## config.mk

```make
export PLATFORM = sky130hd
export DESIGN_NAME = tcie_div
export DESIGN_NICKNAME = d
export VERILOG_FILES = /design/src/hdl/tcie_pkg.sv /design/src/hdl/tcie_div.sv
export SDC_FILE = /design/constraint.sdc
export NUM_CORES = 1
export LEC_CHECK = 0
export BUFFER_PORTS_ARGS = -buffer_cell sky130_fd_sc_hd__buf_2
export CAP_MARGIN = 20
export CELL_PAD_IN_SITES_DETAIL_PLACEMENT = 1
export CELL_PAD_IN_SITES_GLOBAL_PLACEMENT = 1
export CORE_MARGIN = 5
export CORE_UTILIZATION = 35
export CTS_CLUSTER_DIAMETER = 60
export CTS_CLUSTER_SIZE = 30
export DETAILED_ROUTE_END_ITERATION = 12
export GPL_TIMING_DRIVEN = 0
export PLACE_DENSITY = 0.78
export SLEW_MARGIN = 30
export SYNTH_ARGS = -nofsm -noshare
export SYNTH_HDL_FRONTEND = slang
export SYNTH_SLANG_ARGS = --single-unit
```

## constraint.sdc

```tcl
create_clock -name clock -period 8.3 [get_ports clock]
set_clock_uncertainty 0.2 [all_clocks]
set_input_delay 1.245 -clock clock [delete_from_list [all_inputs] [get_ports clock]]
set_output_delay 1.245 -clock clock [all_outputs]
set_load 0.01 [all_outputs]
```

## src/hdl/tcie_pkg.sv

```systemverilog
// Package: shared types and constants of the instruction execute core.
`timescale 1ns / 1ps
`default_nettype none
package tcie_pkg;
   localparam int MemBytes = 32768;
   localparam int AddrW = $clog2(MemBytes);
   localparam int NumRegs = 8;

   typedef enum logic [3:0] {
      OP_HALT = 4'd0, OP_MOVE = 4'd1, OP_ADD = 4'd2, OP_SUB = 4'd3,
      OP_MUL = 4'd4, OP_DIV = 4'd5, OP_AND = 4'd6, OP_OR = 4'd7,
      OP_NOT = 4'd8, OP_CMP = 4'd9, OP_JUMP = 4'd10, OP_IN = 4'd11,
      OP_OUT = 4'd12
   } op_type;

   localparam logic [1:0] FAULT_NONE = 2'd0;
   localparam logic [1:0] FAULT_REG = 2'd1;
   localparam logic [1:0] FAULT_DIV = 2'd2;
   localparam logic [1:0] FAULT_SAT = 2'd3;

   localparam logic [3:0] COND_ALWAYS = 4'd0;
   localparam logic [3:0] COND_EQ = 4'd1;
   localparam logic [3:0] COND_GT = 4'd2;
   localparam logic [3:0] COND_LT = 4'd3;

   // Divider handshake.
   typedef struct packed {
      logic        start;
      logic [14:0] dividend;
      logic [14:0] divisor;
   } div_req_type;

   typedef struct packed {
      logic        done;
      logic [14:0] quotient;
   } div_rsp_type;

   // Byte memory port.
   typedef struct packed {
      logic             we;
      logic [AddrW-1:0] addr;
      logic [7:0]       wdata;
   } mem_req_type;

   function automatic logic signed [16:0] clamp17(input logic signed [17:0] x);
      if (x > 18'sd32767) return 17'sd32767;
      if (x < -18'sd32767) return -17'sd32767;
      return x[16:0];
   endfunction
endpackage
`default_nettype wire

```

## src/hdl/tcie_div.sv

```systemverilog
// Restoring divider for 15-bit magnitudes, one quotient bit per cycle.
`timescale 1ns / 1ps
`default_nettype none
module tcie_div (
   input  wire logic               clock,
   input  wire logic               reset,
   input  wire tcie_pkg::div_req_type div_req,
   output tcie_pkg::div_rsp_type   div_rsp
);
   import tcie_pkg::*;
   logic [14:0] rem_ff, rem_in, quo_ff, quo_in, dsr_ff, dsr_in;
   logic [3:0]  cnt_ff, cnt_in;
   logic        busy_ff, busy_in, done_ff, done_in;
   logic [15:0] trial;

   always_comb begin
      rem_in = rem_ff; quo_in = quo_ff; dsr_in = dsr_ff;
      cnt_in = cnt_ff; busy_in = busy_ff; done_in = 1'b0;
      trial = {rem_ff, quo_ff[14]} - {1'b0, dsr_ff};
      if (div_req.start) begin
         rem_in = '0; quo_in = div_req.dividend; dsr_in = div_req.divisor;
         cnt_in = 4'd0; busy_in = 1'b1;
      end else if (busy_ff) begin
         // shift in the next dividend bit and try a subtract
         if (!trial[15]) begin
            rem_in = trial[14:0];
            quo_in = {quo_ff[13:0], 1'b1};
         end else begin
            rem_in = {rem_ff[13:0], quo_ff[14]};
            quo_in = {quo_ff[13:0], 1'b0};
         end
         cnt_in = cnt_ff + 4'd1;
         if (cnt_ff == 4'd14) begin
            busy_in = 1'b0; done_in = 1'b1;
         end
      end
   end

   always_ff @(posedge clock) begin
      rem_ff <= rem_in; quo_ff <= quo_in; dsr_ff <= dsr_in; cnt_ff <= cnt_in;
      if (reset) begin
         busy_ff <= 1'b0; done_ff <= 1'b0;
      end else begin
         busy_ff <= busy_in; done_ff <= done_in;
      end
   end

   assign div_rsp.done = done_ff;
   assign div_rsp.quotient = quo_ff;
endmodule
`default_nettype wire

```

* Yosys cells after proc, flatten, opt, wreduce, memory -nomap -nowiden *
Cells that the tools add are included.

storage, ports and cells
  output and inout bits = 16
  word-level logic and storage cells = 20
  register bits after elaboration = 51

cells by class
  bitwise operators = 1
  reduce and logical (&&, ||, !) cells = 2
  equal/unequal tests = 1
  add/subtract/negate cells = 2
  multiplexer cells = 8

operator list
  cell                                          count
  2-to-1 mux 15 bit                             3
  subtractor 16 x 15 -> 16 bit                  1
  2-to-1 mux 1 bit                              5
  adder 4 x 1 -> 4 bit (second input constant)  1
  equality test 4 bit (second input constant)   1
  OR reduction 3 bit                            1
  nonzero test 2 bit                            1
  NOT 1 bit                                     1

* Logic depth before layout (Yosys ltp) *
Gate-level depths: netlist of the first run.

  depth in word-level cells = 4
  depth in mapped cells = 10

* Worst setup path before layout of the first run *
Ideal clock, no wire load.

  path kind = reg2reg
  start = reg quo_ff[14]
  end = reg rem_ff[14]
  library setup time = 0.091 ns
  stages on the path, launching flop included = 11
  clock period less this slack = 2.626 ns
  data arrival time = 2.335 ns
  slack = 5.674 ns
  path through = edfxtp_1 inv_1 ha_1 fa_1 nor2b_4 o31a_1 o311ai_1 a31oi_1 o21a_1 or3_1 a311oi_1

on the way
  longest elaborated chain between the ends = 2

ends and longest elaborated chain
  item                          line            text
  from (decl)                   tcie_div.sv:11  logic [14:0] rem_ff, rem_in, quo_ff, quo_in, dsr_ff, dsr_in;
  from (signal assigned)        tcie_div.sv:40  rem_ff <= rem_in; quo_ff <= quo_in; dsr_ff <= dsr_in; cnt_ff <= cnt_in;
  subtractor 16 x 15 -> 16 bit  tcie_div.sv:19  trial = {rem_ff, quo_ff[14]} - {1'b0, dsr_ff};
  2-to-1 mux 15 bit             tcie_div.sv:25  if (!trial[15]) begin
  to (signal assigned)          tcie_div.sv:40
  to (decl)                     tcie_div.sv:11

Every way passes these cells.
A chain may end at the register's enable or synchronous reset.

* Final worst setup path of the first run *
Ends and elaborated chain as after synthesis.

==> metrics.yaml, run 1 <==
status:
  status: "complete, no violations"
worst_setup_path:
  cp_slowest_cell: "edfxtp_1"
  cp-start-kind: "flop"
  endpoint_kind: "flop"
  cp.required_ps: 8320
  path_cells: "inv_1 > ha_1 > fa_1 > nor2b_4 > o31a_1 > o311ai_1 > a31oi_1 > o21a_1 > or3_1 > a311oi_1"
  reg2reg_from: "quo_ff[14]"
  r2r_slack_ps: 5350
  crit_fanout: 4
  cpPeakStageDelay_ps: 420
  crit_arrival_ps: 2970
  ff2ff_path_depth: 10
  regToRegEndpoint: "rem_ff[14]"
  critPathKind: "flop to flop"
power:
  power.density_nw_per_um2: 182.4
  vdd.ir_drop.worst_uv: 64.03
  p_leak_nw: 1.398
flow_run:
  maxCapViolations: 0
logic_synthesis:
  synth-xor-area-share_pct: 4.055
  synthArstFlopShare_pct: 0
  synth-simple-area-share_pct: 12.25
  synth_area_leaders: "edfxtp_1 32%, dfxtp_1 15%, ha_1 7.6%, mux2_2 6.4%, nor2_1 2.9%"
  syn_area_um2: 2808
  synth_compound_area_share_pct: 14.13
  seq_area_frac_synth_pct: 47.06
  synthFlopType: "edfxtp_1"
  synth_top_area_share_pct: 32.09
  synth.distinct_cells: 55
  synth_seq_cells: 51
  synth.mux.area_fraction_pct: 9.269
  synthAdderAreaFrac_pct: 8.289
  synth_nets: 308
  synth_edf_count: 30
  synthCells: 257
  synth_common_cells: "30 x edfxtp_1, 22 x nor2_1, 21 x dfxtp_1"
  yosysMostFrequentCell: "edfxtp_1"
  synth_top_area_cell: "edfxtp_1"
  syn_avg_cell_area_um2: 10.92
  synth_warnings: 0
  synth_top_family_by_area: "compound AO/OA/AOI/OAI gates"
clock_tree:
  clock_latency_ps: 320
  cts_tree: "built"
  cts_max_level: 2
  cts_resized: 0
  clk_pin_slew_ps: 110
  clk_path_buf_depth: 2
  cts_made_buffers: 5
  cts_sinks: 51
  cts-root-buf: "clkbuf_8"
  cts_setup_buffers: 0
  holdBufCountCts: 0
worst_hold_path:
  hold_path_class: "flop to flop"
  min_to: "done_ff"
  worstHoldStart: "cnt_ff[3]"
  holdPathStages: 2
sta:
  finalHoldViolCount: 0
  fin_crit_sh_pct: 35.51
  slew_violations: 0
  rsz0062_at_grt: "no"
  min_period_ps: 2948
  tns_ps: 0
  slew_headroom_pct: 61.36
  fmax_mhz: 339.3
  finalSetupViolations: 0
  worst_pin_slew_ps: 579.6
grt:
  grt_max_degree: 21
  grt_pass1_wl_um: 11580
  grt_usage_pct: 14.52
  grt_pass1_vias: 2402
  gr-total-overflow: 0
  antenna_found_initial: 0
floorplanning:
  core_area_um2: 7767
  rows: 32
  die_area_um2: 9913
  initial_utilization_pct: 36.15
  dieHeight_um: 99.57
  io_pins: 49
  die_x_um: 99.57
detailed_routing:
  dr.pass1.iters: 4
  dr.first_iter.drc_count: 92
  detail_route.wl_per_cell_um: 16.50
  ant_nets: 0
  num_vias: 2135
  drt-vias-per-instance: 5.145
  drc: 0
  wl_um: 6847
cells_and_area:
  syn_to_final_growth_pct: 16.18
  fin_area_um2: 3262
  diodes: 0
  drive_above_1_share_pct: 27.48
  nets: 363
placed_design:
  numPortBuffers: 48
  place_area_um2: 3176
  hpwlAfterDp_um: 5177
  gp_congestion: 0.8628
-- cell families after synthesis --
group / Yosys count
AND/OR/NAND/NOR: 64
AO/OA/AOI/OAI: 55
flip-flops: 51
buffers and inverters: 32
multiplexers: 24
adder cells (fa/ha/maj): 18
XOR/XNOR: 13
-- worst max-delay path by stage --
stage / cells after the start / slack [ps] / from / end
2_1_floorplan: 10 / 5670 / quo_ff[14] / rem_ff[14]
3_3_place_gp: 3 / 5220 / div_req[30] / quo_ff[3]
3_5_place_dp: 3 / 5140 / div_req[30] / quo_ff[3]
4_1_cts: 10 / 5300 / quo_ff[14] / rem_ff[14]
5_1_grt: 10 / 5090 / quo_ff[14] / rem_ff[14]
6_report: 10 / 5350 / quo_ff[14] / rem_ff[14]
-- state kept, by name (all words and copies together) (netlist names) --
name / count
busy_ff: 1
cnt_ff: 4
done_ff: 1
dsr_ff: 15
quo_ff: 15
rem_ff: 15
-- layer usage --
metal / vias up / GRT usage (%) / share of wire [%]
li1: 1051 / - / -
met5: - / 0 / 0
met2: 35 / 25.88 / 51
met3: 14 / 2.595 / 2.6
met1: 1035 / 17.22 / 44
met4: 0 / 5.777 / 2.2
-- metrics by stage --
step | hold slack, ps | std cells | power, mW | setup WS (ps) | utilization (%)
4_1_cts | 289.5 | 415 | 0.6007 | 5296 | 41.99
3_3_place_gp | 270.8 | 407 | 0.4440 | 5223 | 40.88
5_1_grt | 330.6 | 415 | 0.6267 | 5092 | 41.99
2_1_floorplan | 254.5 | 257 | 0.4064 | 5674 | -
3_5_place_dp | 275.2 | 407 | 0.4513 | 5140 | 40.88
6_report | 294.4 | 415 | 0.5948 | 5352 | 41.99
-- area by class of cell --
cell class                 count  area [µm²]
sequential                    51        1321
tap                          102       127.6
fill                         921        4506
clock buffer                   5       68.82
clock inverter                 3       17.52
buffer                        12       63.81
inverter                      20       75.07
multi-input combinational    174        1348
timing repair buffer          48       240.2
-- placed cells by master, fill, tap and decap left out, types with 2 or more instances in the layout --
master    netlist  final
a211oi_1        9      9
xnor2_1         8      8
buf_6           2      2
nand2b_1        6      6
nor2_1         22     22
clkbuf_1        7      7
inv_1          20     20
and2_1          2      2
buf_2           0     48
nand4b_1        2      2
o22ai_1         2      2
nor3_1          4      4
edfxtp_1       30     30
buf_1           2      2
or2_2           3      3
nand2_1        10     10
or3_1           2      2
nand4_1         2      2
ha_1           17     17
a21oi_1        11     11
a31oi_1         4      4
o21ai_0         6      6
mux2i_1         8      8
o21a_1          4      4
nand3_1         2      2
a311oi_1        2      2
clkbuf_8        0      5
mux2_2         16     16
dfxtp_1        21     21
o221ai_1        2      2
xor2_1          5      5
-- critical path: cells and delay by family (launching register included) --
family / cells / cell delay, ps
AOI/OAI and AO/OA: 5 / 1230
adders and majority gates: 2 / 460
buffers and inverters: 1 / 100
DFF: 1 / 420
and+or+nand+nor: 2 / 420
-- where the power goes --
group | total [mW] | switching, mW | internal, mW
sequential | 0.304 | 0.0127 | 0.291
combinational | 0.141 | 0.0772 | 0.0640
clock | 0.150 | 0.0904 | 0.0592
Power figures use the tool's default switching activity.
==> inputs of run 2 (changes only) <==
--- a/config.mk
+++ b/config.mk
@@ -15,7 +15,7 @@
 export CTS_CLUSTER_SIZE = 30
 export DETAILED_ROUTE_END_ITERATION = 12
 export GPL_TIMING_DRIVEN = 0
-export PLACE_DENSITY = 0.78
+export PLACE_DENSITY = 0.8
 export SLEW_MARGIN = 30
 export SYNTH_ARGS = -nofsm -noshare
 export SYNTH_HDL_FRONTEND = slang
==> constraint.sdc (replaced) <==
create_clock -name clock -period 2.7 [get_ports clock]
set_clock_uncertainty 0.2 [all_clocks]
set_input_delay 0.405 -clock clock [delete_from_list [all_inputs] [get_ports clock]]
set_output_delay 0.405 -clock clock [all_outputs]
set_load 0.01 [all_outputs]
==> metrics.yaml, run 2 (same netlist as run 1, synthesis figures left out) <==
power:
  p_leak_nw: 1.520
  p_switching_mw: 0.6219
  clockPowerShare_pct: 23.0
  vdd.ir_drop.worst_uv: 238.9
  power.density_nw_per_um2: 542.3
  p_comb_share_pct: 29.5
  switching_share_pct: 31.41
  power.total_mw: 1.980
  internal_power_mw: 1.358
  seq_power_share_pct: 47.5
sta:
  finalSetupViolations: 8
  slew_violations: 0
  rsz0062_at_grt: "yes"
  min_period_ps: 2856
  worst_pin_slew_ps: 609.2
  fmax_mhz: 350.1
  whs_ps: 61.41
  slew_headroom_pct: 59.39
  fin_crit_sh_pct: 105.8
  fin_ws_ps: -156.1
  finalHoldViolCount: 0
grt:
  antenna_found_initial: 0
  gr-total-overflow: 0
  grt_usage_pct: 14.79
  grt_pass1_wl_um: 11700
  grt_max_degree: 21
  grt_pass1_vias: 2389
cells_and_area:
  syn_to_final_growth_pct: 30.04
  final_cell_mix: "48 x buf_2, 30 x edfxtp_1, 22 x nor2_1"
  diodes: 0
  nets: 380
  seq_area_um2: 1321
  mostFrequentLayoutCell: "buf_2"
  reg.largest.list: "dsr_ff: 15 flops, quo_ff: 15 flops, rem_ff: 15 flops"
  drive_above_1_share_pct: 39.09
  multi_input_area_um2: 1567
  fill_cells: 871
  fin_area_um2: 3651
clock_tree:
  cts_sinks: 51
  holdBufCountCts: 0
  clock_latency_ps: 310
  cts_max_level: 2
  cts_made_buffers: 5
  cts-root-buf: "clkbuf_8"
  clk_path_buf_depth: 2
  cts_tree: "built"
  clk_pin_slew_ps: 100
detailed_routing:
  num_vias: 2278
  wl_um: 8230
  dr.pass1.iters: 4
  ant_nets: 0
  drc: 0
  detail_route.wl_per_cell_um: 19.05
  dr.first_iter.drc_count: 117
  drt-vias-per-instance: 5.273
placed_design:
  hpwlAfterDp_um: 5135
  place_ws_ps: -213.1
  numPortBuffers: 48
  gp_congestion: 0.7784
  place_area_um2: 3176
flow_run:
  maxCapViolations: 0
floorplanning:
  rows: 32
  core_area_um2: 7767
  die_area_um2: 9913
  dieHeight_um: 99.57
  die_x_um: 99.57
  initial_utilization_pct: 36.15
  io_pins: 49
worst_setup_path:
  critPathKind: "flop to flop"
  endpoint_kind: "flop"
  crit_fanout: 3
  reg2reg_from: "quo_ff[14]"
  cp.required_ps: 2720
  cp-start-kind: "flop"
  cp-startpoint: "quo_ff[14]"
  crit_arrival_ps: 2880
status:
  violations: "setup timing"
  status: "finished, violations left"
worst_hold_path:
  worstHoldStart: "reset"
  hold_path_class: "input port to flop"
==> run 2: changes by cell type in the layout (fill, tap and decap cells not counted), sizes merged <==
cell      before  now
buf           53   69
inv           21   20
clkbuf        12   13
clkinvlp       0    1
==> run 2: power by group through the flow <==
stage / clock (mW) / sequential, mW / combinational [mW]
after floorplan: 0 / 0.954 / 0.295
after global placement: 0 / 0.948 / 0.415
after detailed placement: 0 / 0.952 / 0.433
after CTS: 0.464 / 0.936 / 0.480
after global routing: 0.500 / 0.947 / 0.632
final: 0.456 / 0.940 / 0.585
==> run 2: critical path, stage by stage (launching register included) <==
cell and delay (ps):
edfxtp_1 420, inv_2 100, ha_4 130, fa_2 230, nor2b_4 50, o31a_1 310, o311ai_2 360, a31oi_2 160
o21a_1 200, or3_4 370, a311oi_1 250
==> run 2: through the flow <==
step | util [%] | setup TNS, ps | cells
6_report | 47.00 | -475.1 | 432
5_1_grt | 47.00 | -1641 | 432
4_1_cts | 43.98 | -67.68 | 425
3_5_place_dp | 40.88 | -649.9 | 407
3_3_place_gp | 40.88 | -276.2 | 407
2_1_floorplan | - | 0 | 257
==> run 2: layout make-up <==
type | instances | area share (%)
multi-input cells | 174 | 42.91
flip-flops and latches | 51 | 36.19
repair buffers | 66 | 11.38
well taps | 102 | 3.496
inverters | 20 | 2.056
clock buffers | 5 | 1.885
plain buffers | 11 | 1.542
clock inverters | 3 | 0.5483
==> run 2: path summary, 6_finish.rpt <==
path	to	slack, ps	cells past startpoint
worst min register to register	rem_ff[6]	330	2
worst max-delay path	rem_ff[14]	-160	10
worst max register to register	rem_ff[14]	-160	10
worst min-delay path	busy_ff	60	2
==> run 2: routing by layer <==
metal | part of all wire, % | up-vias | global-route usage, % | routed length (µm)
li1 | - | 1089 | - | -
met1 | 40 | 1122 | 17.29 | 3251
met2 | 55 | 49 | 27.07 | 4512
met3 | 3.2 | 18 | 2.665 | 261
met4 | 2.5 | 0 | 4.937 | 204
met5 | 0 | - | 0 | 0
==> run 2: repair_timing <==
action | CTS | global route
pin swaps | 12 | 23
gates cloned | 0 | 1
endpoints found under the setup margin | 14 | 15
gates resized for setup | 14 | 35
buffers inserted | 10 | 7
==> inputs of run 3 (changes only) <==
--- a/config.mk
+++ b/config.mk
@@ -16,6 +16,7 @@
 export DETAILED_ROUTE_END_ITERATION = 12
 export GPL_TIMING_DRIVEN = 0
 export PLACE_DENSITY = 0.8
+export SKIP_CTS_REPAIR_TIMING = 1
 export SLEW_MARGIN = 30
 export SYNTH_ARGS = -nofsm -noshare
 export SYNTH_HDL_FRONTEND = slang
==> metrics.yaml, run 3 (same netlist as run 1, synthesis figures left out) <==
status:
  status: "finished, violations left"
  violations: "setup timing"
cells_and_area:
  fill_cells: 888
  drive_above_1_share_pct: 34.16
  syn_to_final_growth_pct: 25.45
  fin_util_pct: 45.34
  fin_area_um2: 3522
  layoutNonFillerInstCount: 424
  mostFrequentLayoutCell: "buf_2"
  final_cell_mix: "48 x buf_2, 30 x edfxtp_1, 22 x nor2_1"
  diodes: 0
  reg.largest.list: "dsr_ff: 15 flops, quo_ff: 15 flops, rem_ff: 15 flops"
  nets: 372
  multi_input_area_um2: 1475
  seq_area_um2: 1321
clock_tree:
  cts-root-buf: "clkbuf_8"
  cts_max_level: 2
  cts_sinks: 51
  clk_path_buf_depth: 2
  cts_made_buffers: 5
  cts_tree: "built"
  clk_pin_slew_ps: 100
  clock_latency_ps: 310
sta:
  fin_ws_ps: -117.5
  min_period_ps: 2818
  fmax_mhz: 354.9
  fin_crit_sh_pct: 104.4
  whs_ps: 65.26
  worst_pin_slew_ps: 604.7
  tns_ps: -420.3
  finalSetupViolations: 9
  rsz0062_at_grt: "yes"
  slew_headroom_pct: 59.69
  finalHoldViolCount: 0
  slew_violations: 0
detailed_routing:
  drt-vias-per-instance: 5.198
  ant_nets: 0
  dr.first_iter.drc_count: 124
  drc: 0
  wl_um: 7255
  detail_route.wl_per_cell_um: 17.11
  num_vias: 2204
  dr.pass1.iters: 4
worst_hold_path:
  min_to: "dsr_ff[11]"
  worstHoldStart: "div_req[11]"
  holdPathStages: 1
  hold_path_class: "input port to flop"
worst_setup_path:
  r2r_slack_ps: -120
  reg2reg_from: "dsr_ff[0]"
  regToRegEndpoint: "rem_ff[14]"
  cp-start-kind: "flop"
  crit_arrival_ps: 2840
  cp.required_ps: 2720
  cp_slowest_cell: "edfxtp_1"
  ff2ff_path_depth: 10
  crit_fanout: 4
  path_cells: "ha_4 > fa_2 > nor2b_4 > o31a_1 > o311ai_2 > a31oi_1 > buf_4 > nor3_1 > or3_4 > a311oi_2"
  cpPeakStageDelay_ps: 430
  endpoint_kind: "flop"
  critPathKind: "flop to flop"
floorplanning:
  die_x_um: 99.57
  die_area_um2: 9913
  dieHeight_um: 99.57
  rows: 32
  initial_utilization_pct: 36.15
  io_pins: 49
  core_area_um2: 7767
placed_design:
  hpwlAfterDp_um: 5135
  place_ws_ps: -213.1
  dp_cells: 407
  numPortBuffers: 48
  place_area_um2: 3176
  gp_congestion: 0.7784
power:
  power.total_mw: 1.907
  power.density_nw_per_um2: 541.4
  vdd.ir_drop.worst_uv: 228.8
  p_leak_nw: 1.477
grt:
  grt_max_degree: 21
  gr-total-overflow: 0
  grt_pass1_wl_um: 11150
  grt_pass1_vias: 2316
  antenna_found_initial: 0
  grt_usage_pct: 14.05
flow_run:
  maxCapViolations: 0
-- run 3: changes by cell type in the layout (fill, tap and decap cells not counted), moves of 2 or more --
| cell | change |
|---|---|
| buf_4 | -9 |
| a21oi_1 | +3 |
| a21oi_2 | -3 |
| ha_1 | +3 |
| ha_4 | -2 |
| or2_2 | +2 |
| or2_4 | -2 |
-- run 3: cell type report --
cell class                 count  share of cell area, %
inverter                      20                  2.131
multi-input combinational    174                  41.88
timing repair buffer          57                  10.16
sequential                    51                  37.51
clock buffer                   5                  1.954
clock inverter                 3                 0.5684
tap                          102                  3.623
buffer                        12                  2.167
-- run 3: worst max-delay path: cells and delay by family (launching register included) --
kind                     cells  cell delay (ps)
AO/OA/AOI/OAI                4              850
adder cells (fa/ha/maj)      2              610
buffers and inverters        1              150
flip-flops                   1              430
AND/OR/NAND/NOR              3              500
-- run 3: where the power goes --
group / switching, mW / total, mW / internal [mW]
Clock: 0.269 / 0.451 / 0.182
Combinational: 0.268 / 0.519 / 0.251
Sequential: 0.0414 / 0.937 / 0.896
Total: 0.578 / 1.91 / 1.33
-- run 3: worst max-delay path by stage --
stage	start	endpoint
after CTS	dsr_ff[1]	rem_ff[0]
final	dsr_ff[0]	rem_ff[14]
after global placement	quo_ff[14]	rem_ff[14]
after floorplan	quo_ff[14]	rem_ff[14]
after detailed placement	dsr_ff[1]	rem_ff[0]
after global routing	dsr_ff[1]	rem_ff[0]
-- run 3: per-layer routing --
metal	vias up	track usage, %	part of all wire, %	routed length [µm]
met5	-	0	0	0
met4	0	5.147	1.8	134
met3	16	2.665	3.5	257
met2	43	25.41	53	3871
met1	1083	16.41	41	2992
li1	1062	-	-	-
